`src/rtl/core/chmsh_pkg.sv`:
```
// chmsh_pkg: shared constants, types and arithmetic helpers of the chebyshev moment shift block
// depends on nothing; every rtl/core module references it by scoped names
`default_nettype none
package chmsh_pkg;

   localparam int MAX_ORDER  = 8;
   localparam int COMPONENTS = 9;

   localparam int ORDER_W   = 4;
   localparam int SCALE_W   = 31;
   localparam int INDEX_W   = 13;
   localparam int DATA_W    = 32;
   localparam int CSR_IDX_W = 1;
   localparam int CSR_DW    = 32;

   localparam int N_W      = $clog2(MAX_ORDER + 1);
   localparam int IDX_W    = (MAX_ORDER > 1) ? $clog2(MAX_ORDER) : 1;
   localparam int COMP_W   = $clog2(COMPONENTS);
   localparam int WT_DEPTH = 2 * MAX_ORDER * MAX_ORDER;
   localparam int WT_AW    = $clog2(WT_DEPTH);
   localparam int CO_DEPTH = COMPONENTS * MAX_ORDER * MAX_ORDER * MAX_ORDER;
   localparam int CO_AW    = $clog2(CO_DEPTH);
   localparam int LIM_W    = INDEX_W + 1;
   localparam int PROD_W   = 2 * DATA_W;
   localparam int ACC_W    = PROD_W + $clog2(MAX_ORDER) + 1;

   localparam int QUEUE_DEPTH = 2;
   localparam int QP_W        = $clog2(QUEUE_DEPTH);
   localparam int QC_W        = $clog2(QUEUE_DEPTH + 1);

   localparam int DRAIN_CYCLES = 6;
   localparam int DRAIN_W      = $clog2(DRAIN_CYCLES + 1);

   localparam logic [ORDER_W-1:0] ORDER_RESET = ORDER_W'(4);
   localparam logic [SCALE_W-1:0] SCALE_RESET = SCALE_W'(134217728);

   localparam logic [CSR_IDX_W-1:0] CSR_ORDER = CSR_IDX_W'(0);
   localparam logic [CSR_IDX_W-1:0] CSR_SCALE = CSR_IDX_W'(1);

   typedef enum logic [1:0] {
      CMD_LOAD_WEIGHT = 2'd0,
      CMD_LOAD_CHILD  = 2'd1,
      CMD_COMPUTE     = 2'd2,
      CMD_READ        = 2'd3
   } cmd_type;

   typedef enum logic [1:0] {
      ST_IDLE,
      ST_READ,
      ST_RUN,
      ST_DRAIN
   } state_type;

   typedef enum logic [1:0] {
      PASS_Z,
      PASS_Y,
      PASS_X
   } pass_type;

   // h[0] for the z pass, h[1] for y, h[2] for x
   typedef struct packed {
      cmd_type                   cmd;
      logic [INDEX_W-1:0]        index;
      logic signed [DATA_W-1:0]  value;
      logic [2:0]                h;
      logic                      reject;
      logic                      noop;
   } job_type;

   typedef struct packed {
      logic             valid;
      logic             first;
      logic             last;
      pass_type         pass;
      logic [CO_AW-1:0] dst;
   } pipe_type;

   typedef struct packed {
      logic busy;
   } bk_status_type;

   function automatic logic [CO_AW-1:0] flat_addr(input logic [IDX_W-1:0] a,
                                                  input logic [IDX_W-1:0] b,
                                                  input logic [IDX_W-1:0] c,
                                                  input logic [COMP_W-1:0] d,
                                                  input logic [N_W-1:0] n);
      logic [CO_AW-1:0] t;
      t = CO_AW'(a) * CO_AW'(n) + CO_AW'(b);
      t = t * CO_AW'(n) + CO_AW'(c);
      t = t * CO_AW'(COMPONENTS) + CO_AW'(d);
      return t;
   endfunction

   // shift right by 30 with round half up, then saturate to 32 bits
   function automatic logic signed [DATA_W-1:0] sat_round30(input logic signed [ACC_W-1:0] a);
      logic signed [ACC_W-1:0] t;
      logic [ACC_W-31:0]       r;
      logic                    in_range;
      t = a + (ACC_W'(1) << 29);
      r = t[ACC_W-1:30];
      in_range = (&r[ACC_W-31:DATA_W-1]) || !(|r[ACC_W-31:DATA_W-1]);
      if (in_range) begin
         return r[DATA_W-1:0];
      end else if (r[ACC_W-31]) begin
         return {1'b1, {(DATA_W-1){1'b0}}};
      end else begin
         return {1'b0, {(DATA_W-1){1'b1}}};
      end
   endfunction

endpackage
`default_nettype wire

```
`src/rtl/core/chmsh_queue.sv`:
```
// chmsh_queue: short job queue between the front and the back
// depends on chmsh_pkg
`default_nettype none
module chmsh_queue (
   input  logic               clock,
   input  logic               reset,
   input  logic               push,
   input  chmsh_pkg::job_type push_data,
   output logic               full,
   input  logic               pop,
   output chmsh_pkg::job_type pop_data,
   output logic               empty
);

   chmsh_pkg::job_type             entry_ff [chmsh_pkg::QUEUE_DEPTH];
   logic [chmsh_pkg::QP_W-1:0]     wptr_ff, wptr_in;
   logic [chmsh_pkg::QP_W-1:0]     rptr_ff, rptr_in;
   logic [chmsh_pkg::QC_W-1:0]     count_ff, count_in;
   logic                           do_push, do_pop;

   assign full     = (count_ff == chmsh_pkg::QC_W'(chmsh_pkg::QUEUE_DEPTH));
   assign empty    = (count_ff == '0);
   assign do_push  = push && !full;
   assign do_pop   = pop && !empty;
   assign pop_data = entry_ff[rptr_ff];

   always_comb begin
      wptr_in  = do_push ? wptr_ff + 1'b1 : wptr_ff;
      rptr_in  = do_pop ? rptr_ff + 1'b1 : rptr_ff;
      count_in = count_ff + chmsh_pkg::QC_W'(do_push) - chmsh_pkg::QC_W'(do_pop);
   end

   always_ff @(posedge clock) begin
      if (reset) begin
         wptr_ff  <= '0;
         rptr_ff  <= '0;
         count_ff <= '0;
      end else begin
         wptr_ff  <= wptr_in;
         rptr_ff  <= rptr_in;
         count_ff <= count_in;
      end
   end

   always_ff @(posedge clock) begin
      if (do_push) begin
         entry_ff[wptr_ff] <= push_data;
      end
   end

endmodule
`default_nettype wire

```
`config.mk`:
```
export PLATFORM = sky130hd
export DESIGN_NAME = chmsh_queue
export DESIGN_NICKNAME = d
export VERILOG_FILES = /design/src/rtl/core/chmsh_pkg.sv /design/src/rtl/core/chmsh_queue.sv
export SDC_FILE = /design/constraint.sdc
export NUM_CORES = 1
export LEC_CHECK = 0
export BUFFER_PORTS_ARGS = -buffer_cell sky130_fd_sc_hd__buf_2
export CORE_ASPECT_RATIO = 0.75
export CORE_MARGIN = 2
export CORE_UTILIZATION = 30
export CTS_CLUSTER_DIAMETER = 40
export DETAILED_ROUTE_END_ITERATION = 16
export PLACE_DENSITY = 0.59
export SLEW_MARGIN = 20
export SYNTH_ARGS = -nofsm -noshare
export SYNTH_HDL_FRONTEND = slang
export SYNTH_SLANG_ARGS = --single-unit
```
`constraint.sdc`:
```
create_clock -name clock -period 4.5 [get_ports clock]
set_input_delay 0.9 -clock clock [delete_from_list [all_inputs] [get_ports clock]]
set_output_delay 0.9 -clock clock [all_outputs]
set_load 0.02 [all_outputs]
```
[Word-level counts from Yosys, hierarchy flattened]
Memory sizes are Yosys's and may differ from the RTL's. A register that Yosys moved wholly into a read port is not among the register bits.
Index checks and enable logic that the tools add are counted.
Storage, ports and cells
  input bits: 56
  word-level logic and storage cells: 18
  register bits after elaboration: 4
  memories kept: 1
  RAM bits: 104
  output and inout port bits: 54
Operators by class
  reduce and logical (&&, ||, !) cells: 5
  mux-type cells: 4
  $add $sub $neg: 4
  equality and inequality tests: 1
Memory list
  entry_ff: words 2, bits a word 52, read ports 1, clocked after memory_dff 1, write ports 1, line chmsh_queue.sv:15  | chmsh_pkg::job_type entry_ff [chmsh_pkg::QUEUE_DEPTH];
Operators with widths (count)
  $mux W1: 4
  $add A1 B1 Y1 const B: 2
  $add A2 B1 Y2: 1
  $eq A2 B2 Y1 const B: 1
  $logic_and A1 B1 Y1: 2
  $logic_not A1 Y1: 2
  $logic_not A2 Y1: 1
  $sub A2 B1 Y2: 1

[Longest topological paths before layout]
  depth after elaboration: 5
  gate-level depth with buffers: 8
  depth with buffers taken out: 8

[Least setup slack after synthesis]
OpenSTA, ideal clock, no wires.
  path kind: in2reg
  start point: input port push
  end point: memory entry_ff[0][0] in the netlist's numbering, enable pin
  stages on the path: 3
  library setup time: 0.406 ns
  data required time: 4.094 ns
  buffers on the path: 0
  arrival: 2.314 ns
  setup slack: 1.779 ns
  cell sequence: inv_1 -> or3_1 -> inv_1
Between the ends
  word-level cells in the longest chain between the ends: 3
Ends and longest elaborated chain
  start: declaration: line chmsh_queue.sv:7  | input logic push,
  $logic_and A1 B1 Y1: line chmsh_queue.sv:23  | assign do_push = push && !full;
  $mux W1: line chmsh_queue.sv:46  | if (do_push) begin
  $mux W1 (not written as such): line chmsh_queue.sv:47  | entry_ff[wptr_ff] <= push_data;
  end: declaration: line chmsh_queue.sv:15
Every way passes these cells.

==> qor.yml <==
yosys:
  ys.flop_type: "edfxtp_1"
  async_flop_share_pct: 0
  synth_xor_xnor_area_share_pct: 0.440
  ys_seq_elements: 109
  synth_fa_ha_area_share_pct: 0.628
  avgSynthCellArea_um2: 21.1
  synth_simple_gate_area_share_pct: 1.48
  syn_nets: 247
  synth.area.top_cells: "edfxtp_1 78%, mux2_2 15%, dfxtp_1 2.5%"
  synth-compound-area-share_pct: 0.440
  synth-edff-count: 104
  synth_area_leader_cell: "edfxtp_1"
  netlist.area_leader.share_pct: 78.4
  syn_area_um2: 3990
  yosys-mux-area-fraction_pct: 14.7
  synth_cell_types: 21
  yosysSeqAreaShare_pct: 80.9
  synth_top_family_by_area: "multiplexers"
  yosys_warnings: 0
  postSynthCellCount: 189
  yosys-top-cells-count: "104 x edfxtp_1, 52 x mux2_2, 5 x buf_4, 5 x dfxtp_1, 4 x nor2_1"
  yosysMostFrequentCell: "edfxtp_1"
worst_setup_path:
  cp_slowest_cell: "dfxtp_2"
  reg2reg_depth: 5
  r2r-start: "count_ff[0]"
  cp_max_fo: 31
  worstSetupPathType: "reg -> out"
  endpoint_kind: "output port"
  r2r_end: "entry_ff[0][41]"
  slowest_delay_ns: 0.82
  worstPathArrival_ns: 2.15
  crit_chain: "buf_4 > mux2_2 > buf_2"
  reg2reg_slack_ns: 2.25
  crit_required_ns: 3.60
  start_kind: "flip-flop"
  crit_end: "pop_data[11]"
cts:
  htree_levels: 3
  clock_sinks: 109
  clk_path_buf_depth: 2
  cts_made_buffers: 9
  insertion_delay_ns: 0.33
  cts_setup_buffers: 0
  clk_pin_slew_ns: 0.07
  cts_hold_buffers: 0
  cts_root_buf: "clkbuf_16"
  tritoncts: "built"
  cts_resized: 0
drt:
  num_vias: 2015
  drcViolationCount: 0
  first_pass_iters: 4
  antenna_left: 0
  wirelength_mm: 6.90
  vias_per_cell: 4.18
  wire_per_inst_um: 14.3
  first_iter_violations: 100
placement:
  port_buffers: 109
  dp_hpwl_mm: 4.64
  place_congestion: 0.680
  dpl_cell_area_um2: 4730
layout:
  antenna_cells: 0
  nFillCells: 1215
  drive_gt1_share_pct: 59.2
  syn2layout_area_growth_pct: 26.5
  nets: 364
  fin_area_um2: 5040
sta:
  hold_slack_ns: 0.499
  slew_headroom_pct: 38.6
  final_max_slew_viol_count: 0
  setup_viol: 0
  setup_tns_ns: 0
  worst_pin_slew_ns: 0.920
  min_period_over_period_pct: 67.8
  fin_skew_ns: 0.00456
  fin_crit_ns: 3.05
  final_hold_viol_count: 0
  rsz0062_at_grt: "no"
  clock.fmax_ghz: 0.328
die:
  core_area_um2: 13000
  ios: 110
  die_width_um: 137
  rows: 36
  die-height_um: 104
  start_util_pct: 30.7
  die_area_um2: 14200
grt:
  grtUsageTotal_pct: 9.71
  overflow: 0
  grt_pass1_wl_mm: 10.4
  grt_antenna_before_repair: 0
  grt_max_degree: 39
  grt_pass1_vias: 2077
power_and_ir_drop:
  swShare_pct: 29.6
  ir_drop_mv: 0.309
  p_switching_uw: 889
  leakage_nw: 1.88
  power.density_nw_per_um2: 597
  pwr-share-clk_pct: 27.1
  seqPwrFrac_pct: 45.7
  combPwrFrac_pct: 27.2
  p_int_mw: 2.12
job:
  maxCapViolations: 0
run_status:
  status: "completed"
min_path:
  min_path_type: "reg -> reg"
-- worst max-delay path: cells and delay by family, from the launching register on --
kind | cells | cell delay [ns]
buffers and inverters | 2 | 0.58
DFF | 1 | 0.82
muxes | 1 | 0.39
-- how the worst min path moves through the flow --
stage | startpoint | to | cells after the start
final | wptr_ff | wptr_ff | 2
after global routing | wptr_ff | wptr_ff | 2
after CTS | wptr_ff | wptr_ff | 2
after detailed placement | wptr_ff | wptr_ff | 2
after global placement | wptr_ff | wptr_ff | 2
after floorplan | wptr_ff | wptr_ff | 2
-- registers in the layout (all words and copies together), names as in the netlist, named ones only --
| signal | count |
|---|---|
| entry_ff | 104 |
| count_ff | 2 |
| rptr_ff | 1 |
| wptr_ff | 1 |
-- per-layer routing --
metal | track usage (%) | share of wire [%]
met5 | 0 | 0
met4 | 3.53 | 1.6
met3 | 4.11 | 7.2
met2 | 15.5 | 47
met1 | 11.6 | 44
-- logic make-up (layout without fill, tap and decap cells) --
group	after synthesis	after routing
buffers and inverters	10	132
AOI/OAI and AO/OA	3	3
and+or+nand+nor	11	11
DFF	109	109
adders and majority gates	2	2
muxes	52	52
xor gates and xnor gates	2	2
-- cells in the final DEF (no fill, tap or decap) --
master and n:
and2_1 1, clkbuf_16 9, xnor2_1 1, xor2_1 1, a21oi_1 1, dfxtp_1 4, clkinv_4 1, nand2b_2 1
nand2_1 1, buf_4 3, ha_1 2, inv_1 2, clkinv_2 2, nor3_1 1, buf_2 109, clkinvlp_4 1
and3_2 1, o21a_1 1, inv_2 2, dfxtp_2 1, clkinv_1 1, mux2_2 52, bufinv_16 2, nor2b_1 1
nor2_1 4, edfxtp_1 104, o21ai_0 1, or3_1 1
-- final cells by class --
cell class,count,area [um2],share of cell area (%)
flip-flops and latches,109,3220,64.0
well taps,171,214,4.24
inverters,4,15.0,0.298
clock buffers,9,225,4.47
repair buffers,112,568,11.3
multi-input cells,70,704,14.0
clock inverters,7,90.1,1.79
-- through the flow --
| stage | power (mW) | setup slack [ns] | utilization, % | cells |
|---|---|---|---|---|
| global route | 3.15 | 1.32 | 38.9 | 482 |
| global placement | 2.22 | 1.75 | 36.4 | 466 |
| detailed placement | 2.23 | 1.71 | 36.4 | 466 |
| CTS | 3.06 | 1.37 | 38.9 | 482 |
| finish | 3.01 | 1.45 | 38.9 | 482 |
| floorplan | 1.97 | 1.78 | - | 189 |
-- power by group through the flow --
| stage | clock [mW] | combinational [mW] | sequential (mW) |
|---|---|---|---|
| after global routing | 0.875 | 0.886 | 1.39 |
| after CTS | 0.844 | 0.837 | 1.38 |
| after floorplan | 0 | 0.622 | 1.35 |
| after global placement | 0 | 0.830 | 1.39 |
| after detailed placement | 0 | 0.833 | 1.40 |
| final | 0.814 | 0.819 | 1.37 |
(Power assumes the default switching activity.)
